[config.mk]
export PLATFORM = sky130hd
export DESIGN_NAME = shared_page_key_table
export DESIGN_NICKNAME = d
export VERILOG_FILES = /design/src/design/spkt_pkg.sv /design/src/design/shared_page_key_table.sv
export SDC_FILE = /design/constraint.sdc
export NUM_CORES = 2
export LEC_CHECK = 0
export BUFFER_PORTS_ARGS = -buffer_cell sky130_fd_sc_hd__buf_2
export CAP_MARGIN = 10
export CORE_MARGIN = 4
export CORE_UTILIZATION = 65
export CTS_BUF_LIST = sky130_fd_sc_hd__clkbuf_4
export DETAILED_ROUTE_END_ITERATION = 7
export GPL_ROUTABILITY_DRIVEN = 1
export PLACE_DENSITY_LB_ADDON = 0.3
export SYNTH_ARGS = -nofsm -noshare
export SYNTH_HDL_FRONTEND = slang
export SYNTH_SLANG_ARGS = --single-unit
[constraint.sdc]
create_clock -name i_clk -period 7.2 [get_ports i_clk]
set_input_delay 1.44 -clock i_clk [delete_from_list [all_inputs] [get_ports i_clk]]
set_output_delay 1.44 -clock i_clk [all_outputs]
set_load 0.1 [all_outputs]
[src/design/spkt_pkg.sv]
package spkt_pkg;

    localparam int KEY_W        = 32;
    localparam int ADDR_W       = 32;
    localparam int REFS_W       = 16;
    localparam int SLOT_FIELD_W = 4;

    localparam logic [REFS_W-1:0] REFS_MAX = '1;

    localparam logic [ADDR_W-1:0] REGION_TOP_RESET = 32'h8000_0000;

    typedef enum logic {
        CMD_GET     = 1'b0,
        CMD_RELEASE = 1'b1
    } t_cmd;

    typedef enum logic [2:0] {
        ST_ATTACHED  = 3'd0,
        ST_CREATED   = 3'd1,
        ST_FULL      = 3'd2,
        ST_NOTFOUND  = 3'd3,
        ST_REL_USED  = 3'd4,
        ST_REL_FREED = 3'd5,
        ST_KEYZERO   = 3'd6,
        ST_COUNTFULL = 3'd7
    } t_status;

    typedef struct packed {
        t_cmd                    cmd;
        logic signed [KEY_W-1:0] key;
    } t_req;

    typedef struct packed {
        t_status                 status;
        logic [SLOT_FIELD_W-1:0] slot;
        logic [ADDR_W-1:0]       page_addr;
    } t_rsp;

endpackage

[src/design/shared_page_key_table.sv]
// Shared page key table.
// A request item (get or release of a keyed shared page) is accepted at a
// rising clock edge where start is high and busy is low. Busy never rises,
// so one item can be accepted in every cycle.
// The item is registered at acceptance, looked up against every slot in the
// next cycle, and its result is registered at the end of that cycle. The
// result appears on o_rsp with o_done high for exactly one cycle, once the
// item has passed the request register and the result register. Throughput
// is one item per cycle; a single lookup stage lies between those two
// registers, and the table is updated at the same edge that registers the
// result, so the next item always sees it.
// The receiver cannot stall; every result must be taken in its cycle.
// The region_top register is written through the cfg channel, which is
// always ready; it should be written only while no item is in flight.
// Reset frees every slot, sets region_top to 0x80000000 and drops any item
// in flight.
module shared_page_key_table #(
    parameter int SLOTS      = 16,
    parameter int PAGE_BYTES = 4096
) (
    input  logic                       i_clk,
    input  logic                       i_rst_n,
    input  logic                       start,
    input  spkt_pkg::t_req             i_req,
    output logic                       busy,
    output logic                       o_done,
    output spkt_pkg::t_rsp             o_rsp,
    input  logic                       i_cfg_valid,
    input  logic [spkt_pkg::ADDR_W-1:0] i_cfg_data,
    output logic                       o_cfg_ready
);

    localparam int SLOT_W     = (SLOTS > 1) ? $clog2(SLOTS) : 1;
    localparam int SLOT_EXT_W = (SLOT_W > spkt_pkg::SLOT_FIELD_W) ?
                                SLOT_W : spkt_pkg::SLOT_FIELD_W;

    logic [spkt_pkg::ADDR_W-1:0] r_region_top;
    logic                        r_req_vld;
    spkt_pkg::t_req              r_req;
    logic                        r_done;
    spkt_pkg::t_rsp              r_rsp;

    logic [SLOTS-1:0]            r_slot_valid;
    logic [spkt_pkg::KEY_W-1:0]  r_slot_key  [SLOTS];
    logic [spkt_pkg::REFS_W-1:0] r_slot_refs [SLOTS];

    logic [SLOTS-1:0]            hit_vec;
    logic [SLOTS-1:0]            free_vec;
    logic [SLOT_W-1:0]           hit_idx;
    logic [SLOT_W-1:0]           free_idx;
    logic [spkt_pkg::REFS_W-1:0] hit_refs;
    logic                        key_zero;

    logic                        upd_en;
    logic [SLOT_W-1:0]           upd_idx;
    logic                        n_valid;
    logic                        key_wr;
    logic [spkt_pkg::REFS_W-1:0] n_refs;
    logic                        ok;
    logic [SLOT_W-1:0]           rsp_idx;
    spkt_pkg::t_status           n_status;

    logic [SLOT_W:0]             slot_plus;
    logic [spkt_pkg::ADDR_W-1:0] page_off;
    logic [SLOT_EXT_W-1:0]       slot_ext;
    spkt_pkg::t_rsp              n_rsp;

    assign busy        = 1'b0;
    assign o_cfg_ready = 1'b1;
    assign o_done      = r_done;
    assign o_rsp       = r_rsp;

    always_comb begin
        hit_idx  = '0;
        free_idx = '0;
        for (int i = 0; i < SLOTS; i++) begin
            hit_vec[i]  = r_slot_valid[i] && (r_slot_key[i] == $unsigned(r_req.key));
            free_vec[i] = !r_slot_valid[i];
        end
        for (int i = SLOTS - 1; i >= 0; i--) begin
            if (hit_vec[i]) begin
                hit_idx = SLOT_W'(i);
            end
            if (free_vec[i]) begin
                free_idx = SLOT_W'(i);
            end
        end
    end

    assign hit_refs = r_slot_refs[hit_idx];
    assign key_zero = (r_req.key == '0);

    always_comb begin
        upd_en   = 1'b0;
        upd_idx  = hit_idx;
        n_valid  = 1'b1;
        key_wr   = 1'b0;
        n_refs   = hit_refs;
        ok       = 1'b0;
        rsp_idx  = hit_idx;
        n_status = spkt_pkg::ST_KEYZERO;
        priority if (key_zero) begin
            n_status = spkt_pkg::ST_KEYZERO;
        end else if (r_req.cmd == spkt_pkg::CMD_GET) begin
            priority if (|hit_vec) begin
                if (hit_refs == spkt_pkg::REFS_MAX) begin
                    n_status = spkt_pkg::ST_COUNTFULL;
                end else begin
                    n_status = spkt_pkg::ST_ATTACHED;
                    upd_en   = 1'b1;
                    n_refs   = hit_refs + 1'b1;
                    ok       = 1'b1;
                end
            end else if (|free_vec) begin
                n_status = spkt_pkg::ST_CREATED;
                upd_en   = 1'b1;
                upd_idx  = free_idx;
                key_wr   = 1'b1;
                n_refs   = spkt_pkg::REFS_W'(1);
                ok       = 1'b1;
                rsp_idx  = free_idx;
            end else begin
                n_status = spkt_pkg::ST_FULL;
            end
        end else begin
            priority if (!(|hit_vec)) begin
                n_status = spkt_pkg::ST_NOTFOUND;
            end else if (hit_refs <= spkt_pkg::REFS_W'(1)) begin
                n_status = spkt_pkg::ST_REL_FREED;
                upd_en   = 1'b1;
                n_valid  = 1'b0;
                n_refs   = '0;
                ok       = 1'b1;
            end else begin
                n_status = spkt_pkg::ST_REL_USED;
                upd_en   = 1'b1;
                n_refs   = hit_refs - 1'b1;
                ok       = 1'b1;
            end
        end
    end

    assign slot_plus = {1'b0, rsp_idx} + 1'b1;
    assign page_off  = spkt_pkg::ADDR_W'(slot_plus) * spkt_pkg::ADDR_W'(PAGE_BYTES);
    assign slot_ext  = SLOT_EXT_W'(rsp_idx);

    always_comb begin
        n_rsp.status    = n_status;
        n_rsp.slot      = ok ? slot_ext[spkt_pkg::SLOT_FIELD_W-1:0] : '0;
        n_rsp.page_addr = ok ? (r_region_top - page_off) : '0;
    end

    always_ff @(posedge i_clk) begin
        if (!i_rst_n) begin
            r_region_top <= spkt_pkg::REGION_TOP_RESET;
            r_req_vld    <= 1'b0;
            r_done       <= 1'b0;
            r_slot_valid <= '0;
        end else begin
            if (i_cfg_valid && o_cfg_ready) begin
                r_region_top <= i_cfg_data;
            end
            r_req_vld <= start && !busy;
            r_done    <= r_req_vld;
            if (r_req_vld && upd_en) begin
                r_slot_valid[upd_idx] <= n_valid;
            end
        end
    end

    always_ff @(posedge i_clk) begin
        if (start && !busy) begin
            r_req <= i_req;
        end
        if (r_req_vld) begin
            r_rsp <= n_rsp;
        end
        if (r_req_vld && upd_en) begin
            r_slot_refs[upd_idx] <= n_refs;
            if (key_wr) begin
                r_slot_key[upd_idx] <= $unsigned(r_req.key);
            end
        end
    end

`ifndef NO_ASSERTIONS
    a_latency : assert property (@(posedge i_clk) disable iff (!i_rst_n)
        (start && !busy) |-> ##2 o_done)
        else $error("Accepted item did not produce a result two cycles later.");

    a_err_zero : assert property (@(posedge i_clk) disable iff (!i_rst_n)
        (o_done && (o_rsp.status == spkt_pkg::ST_FULL ||
                    o_rsp.status == spkt_pkg::ST_NOTFOUND ||
                    o_rsp.status == spkt_pkg::ST_KEYZERO ||
                    o_rsp.status == spkt_pkg::ST_COUNTFULL))
        |-> (o_rsp.slot == '0 && o_rsp.page_addr == '0))
        else $error("Error result carries a nonzero slot or address.");

    a_full : assert property (@(posedge i_clk) disable iff (!i_rst_n)
        (o_done && o_rsp.status == spkt_pkg::ST_FULL) |-> (&r_slot_valid))
        else $error("Table full reported while a slot is free.");

    a_create : assert property (@(posedge i_clk) disable iff (!i_rst_n)
        (o_done && o_rsp.status == spkt_pkg::ST_CREATED && $past(i_rst_n))
        |-> ($countones(r_slot_valid) == $countones($past(r_slot_valid)) + 1))
        else $error("Created item did not claim exactly one slot.");

    a_free : assert property (@(posedge i_clk) disable iff (!i_rst_n)
        (o_done && o_rsp.status == spkt_pkg::ST_REL_FREED && $past(i_rst_n))
        |-> ($countones(r_slot_valid) + 1 == $countones($past(r_slot_valid))))
        else $error("Freed item did not release exactly one slot.");
`endif

endmodule
Word level (Yosys, flattened, before mapping)
Memory sizes are Yosys's and may differ from the RTL's.
Cells that the tools add are included.
Widths: inputs -> output; s select.
{ "word_totals": {"reg_bits": 122, "ramBits": 768, "output_inout_bits": 42, "elab_cells": 142, "mem_count": 2} }
{ "classes": {"add_sub_neg": 4, "order_cmp": 3, "eq_ne": 17, "mux": 70, "reduce_logical": 37} }
{ "mem_list": {"columns": ["name", "words", "word_bits", "read_ports", "rd_ports_with_merged_regs", "wr", "line_no", "rtl"], "rows": [
  ["r_slot_key", 16, 32, 16, 0, 1, "shared_page_key_table.sv:44", "logic [spkt_pkg::KEY_W-1:0] r_slot_key [SLOTS];"],
  ["r_slot_refs", 16, 16, 1, 0, 1, "shared_page_key_table.sv:45", "logic [spkt_pkg::REFS_W-1:0] r_slot_refs [SLOTS];"]
]} }
{ "ops": {"columns": ["operator", "count"], "rows": [
  ["$eq 32x32->1", 16],
  ["$mux 4", 36],
  ["$mux 16", 7],
  ["$logic_not 32->1", 1],
  ["$reduce_or 16->1", 2],
  ["$sub 32x17->32", 1],
  ["$mux 1", 20],
  ["$logic_and 1x1->1", 18],
  ["$add 16x1->16 const B", 1],
  ["$bwmux 16", 1],
  ["$eq 16x16->1 const B", 1],
  ["$le 16x1->1 const B", 1],
  ["$logic_not 1->1", 16],
  ["$sub 16x1->16 const B", 1],
  ["$mux 3", 4],
  ["$add 4x1->5 const B", 1],
  ["$lt 4x5->1 const B", 1],
  ["$demux 1 s4", 1],
  ["$ge 4x1->1 const B", 1],
  ["$mux 2", 1]
]} }

Longest topological paths before layout
An unclocked memory read counts as a cell.
{ "depth": {"depth_word": 28, "ltp_mapped": 29} }

Least setup slack after synthesis
No wires, ideal clock.
{ "synth_timing": {"kind": "reg2reg", "startpoint": "register r_req[21] (netlist name)", "endpoint": "memory r_slot_refs[0][0] (netlist name), enable pin", "setup_ps": 396, "arrival_ps": 5818, "required_ps": 6804, "path_slack_ps": 986, "stages_incl_launch_ff": 19, "path_buffers": 5, "synth_period_minus_slack_ps": 6214, "cell_sequence": "edfxtp_1 -> buf_6 -> xnor2_1 -> nand2_1 -> or4_1 -> or4_1 -> and4b_1 -> o221ai_2 -> o21ai_2 -> buf_6 -> buf_6 -> buf_6 -> buf_4 -> a21oi_1 -> ha_1 -> and3_1 -> nand2_1 -> nor2_1 -> o21bai_1"} }
{ "synth_between": {"elab_chain_len": 27, "word_cells_on_any_way": 64, "cone_classes": "17 x eq/ne; 27 x mux; 19 x reduce/logical; 1 x memory"} }
{ "synth_lines": {"columns": ["element", "line_no", "rtl"], "rows": [
  ["from (decl)", "shared_page_key_table.sv:39", "spkt_pkg::t_req r_req;"],
  ["from (signal assigned)", "shared_page_key_table.sv:173", "r_req <= i_req;"],
  ["$eq 32x32->1", "shared_page_key_table.sv:77", "hit_vec[i] = r_slot_valid[i] && (r_slot_key[i] == $unsigned(r_req.key));"],
  ["$logic_and 1x1->1", "shared_page_key_table.sv:77", null],
  ["$mux 4 (16 in a row)", "shared_page_key_table.sv:81", "if (hit_vec[i]) begin"],
  ["$mem_v2 16x16", null, null],
  ["$eq 16x16->1", "shared_page_key_table.sv:106", "if (hit_refs == spkt_pkg::REFS_MAX) begin"],
  ["$mux 1", "shared_page_key_table.sv:106", null],
  ["$mux 1", "shared_page_key_table.sv:105", "priority if (|hit_vec) begin"],
  ["$mux 1", "shared_page_key_table.sv:104", "end else if (r_req.cmd == spkt_pkg::CMD_GET) begin"],
  ["$mux 1", "shared_page_key_table.sv:102", "priority if (key_zero) begin"],
  ["$logic_and 1x1->1", "shared_page_key_table.sv:178", "if (r_req_vld && upd_en) begin"],
  ["$mux 1", "shared_page_key_table.sv:178", null],
  ["$mux 1 (implied by the code)", "shared_page_key_table.sv:179", "r_slot_refs[upd_idx] <= n_refs;"],
  ["to (decl)", "shared_page_key_table.sv:45", null]
]} }
Several ways; a longest one is shown, not always the timed one.

Final worst setup path
{ "layout_timing": {"startpoint": "register r_req[26] (netlist name)", "endpoint": "memory r_slot_refs[3][0] (netlist name), data pin"} }
{ "layout_between": {"elab_chain_len": 24, "word_cells_on_any_way": 62, "cone_classes": "2 x add/sub; 1 x order compare; 17 x eq/ne; 23 x mux; 18 x reduce/logical; 1 x memory"} }
{ "layout_lines": {"columns": ["element", "line_no", "rtl"], "rows": [
  ["$eq 32x32->1", "shared_page_key_table.sv:77", null],
  ["$logic_and 1x1->1", "shared_page_key_table.sv:77", null],
  ["$mux 4 (16 in a row)", "shared_page_key_table.sv:81", null],
  ["$mem_v2 16x16", null, null],
  ["$add 16x1->16, or another cell as far along", "shared_page_key_table.sv:111", "n_refs = hit_refs + 1'b1;"],
  ["$mux 16 (on tied branches)", "shared_page_key_table.sv:106, shared_page_key_table.sv:128", null],
  ["$mux 16 (on tied branches)", "shared_page_key_table.sv:105, shared_page_key_table.sv:126", null],
  ["$mux 16", "shared_page_key_table.sv:104", null],
  ["$mux 16 *", "shared_page_key_table.sv:102", null],
  ["via n_refs (one bit)", "shared_page_key_table.sv:58", "logic [spkt_pkg::REFS_W-1:0] n_refs;"]
]} }
Mark *: on every way through the listed nets, which the timed path passes. The rest lies on a longest branch.

==> flow_summary.toml <==
[cts]
clkTransAtPathRegs_ns = 0.07
clk_latency_ns = 1.05
cts_tree = "done"
clock-sinks = 890
cts-root-buf = "clkbuf_4"
htree_levels = 4
cts_buffers = 210
cts_max_path_buffers = 3
postCtsHoldBufs = 0

[worst_setup_path]
startpoint_type = "flop"
critPathCaptureType = "flop"
cp_slowest_cell = "edfxtp_1"
reg2reg_slack_ns = 0.31
r2r_end = "r_slot_refs[3][0]$_DFFE_PP_"
startpoint = "r_req[26]$_DFFE_PP_"
crit_required_ns = 7.95
r2r_start = "r_req[26]$_DFFE_PP_"
cp_max_fo = 16
timing.critical_path.cells = "buf_4, xor2_1, nor4_1, nand4_1, nor4_2, o211ai_1, a311oi_1, o21ai_4, nor2_1, buf_4, a22oi_1, a21o_1, buf_4, nor3_2, and3_1, buf_4, nand2_1, or3_4, a311oi_1, a21oi_1, buf_4"
crit_buf_inv = 5
crit_arrival_ns = 7.64
critPathMostFrequentCell = "buf_4"
r2r_cells = 21
critPathKind = "flop to flop"
crit_family = "simple AND/OR/NAND/NOR gates"
slowest_delay_ns = 0.82

[sta]
max_freq_ghz = 0.145
finClkSkew_ns = 0.0668
period_share_pct = 95.7
whs_ns = 0.507
slew_headroom_pct = 26.8
layout_setup_ws_ns = 0.311
setup_viol = 0
worst_pin_slew_ns = 1.10
fin_crit_ns = 6.89
hold_viol = 0
rsz0062_at_grt = "false"
slew_viol_final = 0

[routing]
drt_wl_total_mm = 110
drt_iter0_markers = 3097
dr.pass1.iters = 6
vias = 26400
ant_nets = 0
vias_per_cell = 6.36
post_drt_wl_per_cell_um = 26.4
drcViolationCount = 0

[yosys]
syn-num-nets = 2873
synth_area_sq_um = 40000
yosysTopAreaCellShare_pct = 63.1
synth_edf_count = 840
synth_area_leaders = "edfxtp_1, xor2_1, mux2i_1"
syn_area_per_cell_sq_um = 14.3
synth_cell_types = 91
yosysSeqAreaShare_pct = 65.6
synth_ff_type = "edfxtp_1"
yosys_warnings = 0
yosys.area.top_type = "edfxtp_1"
synthCells = 2791
async_flop_share_pct = 0
ys_seq_elements = 890

[hold_path]
hp-class = "flop to flop"
min_path_cells = 2
worstHoldStart = "r_region_top[0]$_SDFFE_PN0P_"
min_to = "r_region_top[0]$_SDFFE_PN0P_"

[finish]
fill_cells = 3777
regArea_sq_um = 26200
drive_gt1_share_pct = 21.8
fin_nets = 3287
final_common_cell = "edfxtp_1"
area.growth.synth_to_final_pct = 13.6
mostFrequentLayoutCells = "edfxtp_1, xor2_1, clkbuf_4"
multiInputGateArea_sq_um = 12900

[global_routing]
antenna_found_initial = 4
grt_pass1_wl_mm = 162
grt_overflow = 0
grt_pass1_vias = 26500
grtUsageTotal_pct = 32.9
grt_max_degree = 52

[floorplanning]
fp.dieArea_sq_um = 65600
fp.dieW_um = 256
io_pins = 111
num_rows = 90
die_h_um = 256
fp.coreArea_sq_um = 60600
start_util_pct = 66.0

[placed_design]
port_buffers = 108
dp_hpwl_mm = 72.6
preCtsSetupSlack_ns = -0.138
gp_congestion = 0.960

[run_status]
status = "finished, final reports clean"

[power]
peakVddDrop_mv = 0.193
power_density_nw_per_um2 = 237
leakage_uw = 0.0155

[flow_run]
max_cap_viol_count = 0
-- power breakdown --
| part | internal [uW] | switching, uW | total (uW) |
|---|---|---|---|
| logic | 291 | 620 | 911 |
| registers | 5730 | 69.0 | 5800 |
| clock network | 2080 | 1960 | 4040 |
-- registers in the layout (all words and copies together), names as in the netlist --
signal and flops:
r_req_vld 1, o_done 1, r_slot_valid 16, r_slot_key 512
r_req 33, r_region_top 32, o_rsp 39, r_slot_refs 256
-- per-layer routing --
| layer | share of wire (%) | track usage, % | wire length [um] |
|---|---|---|---|
| met5 | 0.015 | 0 | 17 |
| met4 | 5.6 | 17.7 | 6120 |
| met2 | 48 | 52.9 | 52300 |
| met3 | 9.9 | 7.57 | 10900 |
| met1 | 37 | 42.0 | 40400 |
-- worst register-to-register path, stage by stage (launching register included) --
cell	delay, ns
edfxtp_1	0.82
buf_4	0.35
xor2_1	0.13
nor4_1	0.27
nand4_1	0.14
nor4_2	0.53
o211ai_1	0.19
a311oi_1	0.58
o21ai_4	0.26
nor2_1	0.59
buf_4	0.25
a22oi_1	0.15
a21o_1	0.22
buf_4	0.14
nor3_2	0.29
and3_1	0.30
buf_4	0.16
nand2_1	0.08
or3_4	0.43
a311oi_1	0.36
a21oi_1	0.11
buf_4	0.24
-- synthesized netlist by cell type (19+ instances only) --
cell type,n
inv_1,26
nor3_1,48
nand4_1,58
buf_6,41
nand4b_1,22
xor2_1,430
edfxtp_1,840
and2_1,24
and3_1,20
nor2b_1,36
buf_2,24
nand2_1,124
nor4_1,191
nand3_1,63
a21oi_1,34
o21ai_0,32
nor2_1,114
nand2b_1,32
mux2i_1,164
or3_1,19
dfxtp_1,50
xnor2_1,94
buf_4,29
-- per-stage QoR --
step | util (%) | instance area [sq um] | cells | TNS, ns | total power [uW]
floorplan | - | 40000 | 2791 | 0 | 6460
global placement | 70.3 | 42600 | 3761 | 0 | 6770
detailed placement | 70.3 | 42600 | 3761 | -4.41 | 6790
CTS | 74.8 | 45300 | 4135 | 0 | 10800
global route | 75.0 | 45400 | 4151 | 0 | 11200
finish | 75.0 | 45400 | 4151 | 0 | 10800
-- kinds of logic after synthesis --
family / after synthesis / share of synthesized area (%)
AOI/OAI and AO/OA: 213 / 3.88
xor gates and xnor gates: 524 / 11.5
adders and majority gates: 13 / 0.425
buffers and inverters: 145 / 2.48
DFF: 890 / 65.6
muxes: 182 / 4.61
other: 2 / 0.0188
and+or+nand+nor: 822 / 11.5
-- repair_timing --
action	in CTS	in global routing
resized for setup	2	1
buffers inserted	0	14
endpoints found under the setup margin	155	167
endpoints found under the hold margin	0	0
-- worst max path at each step --
stage | to | cells past startpoint
6_report | r_slot_refs[3][0]$_DFFE_PP_ | 21
5_1_grt | r_slot_refs[5][5]$_DFFE_PP_ | 21
4_1_cts | r_slot_refs[0][0]$_DFFE_PP_ | 22
3_5_place_dp | r_slot_refs[11][13]$_DFFE_PP_ | 19
3_3_place_gp | r_slot_refs[3][0]$_DFFE_PP_ | 22
2_1_floorplan | r_slot_refs[0][0]$_DFFE_PP_ | 18
-- cell type report --
class                           instances  share of cell area, %
Inverter                               28                  0.231
Multi-Input combinational cell       1756                   28.4
Clock buffer                          304                   5.02
Timing Repair Buffer                  319                   5.58
Antenna cell                            2                 0.0110
Tap cell                              782                   2.15
Clock inverter                         70                  0.887
Sequential cell                       890                   57.7
Power figures use the tool's default switching activity.
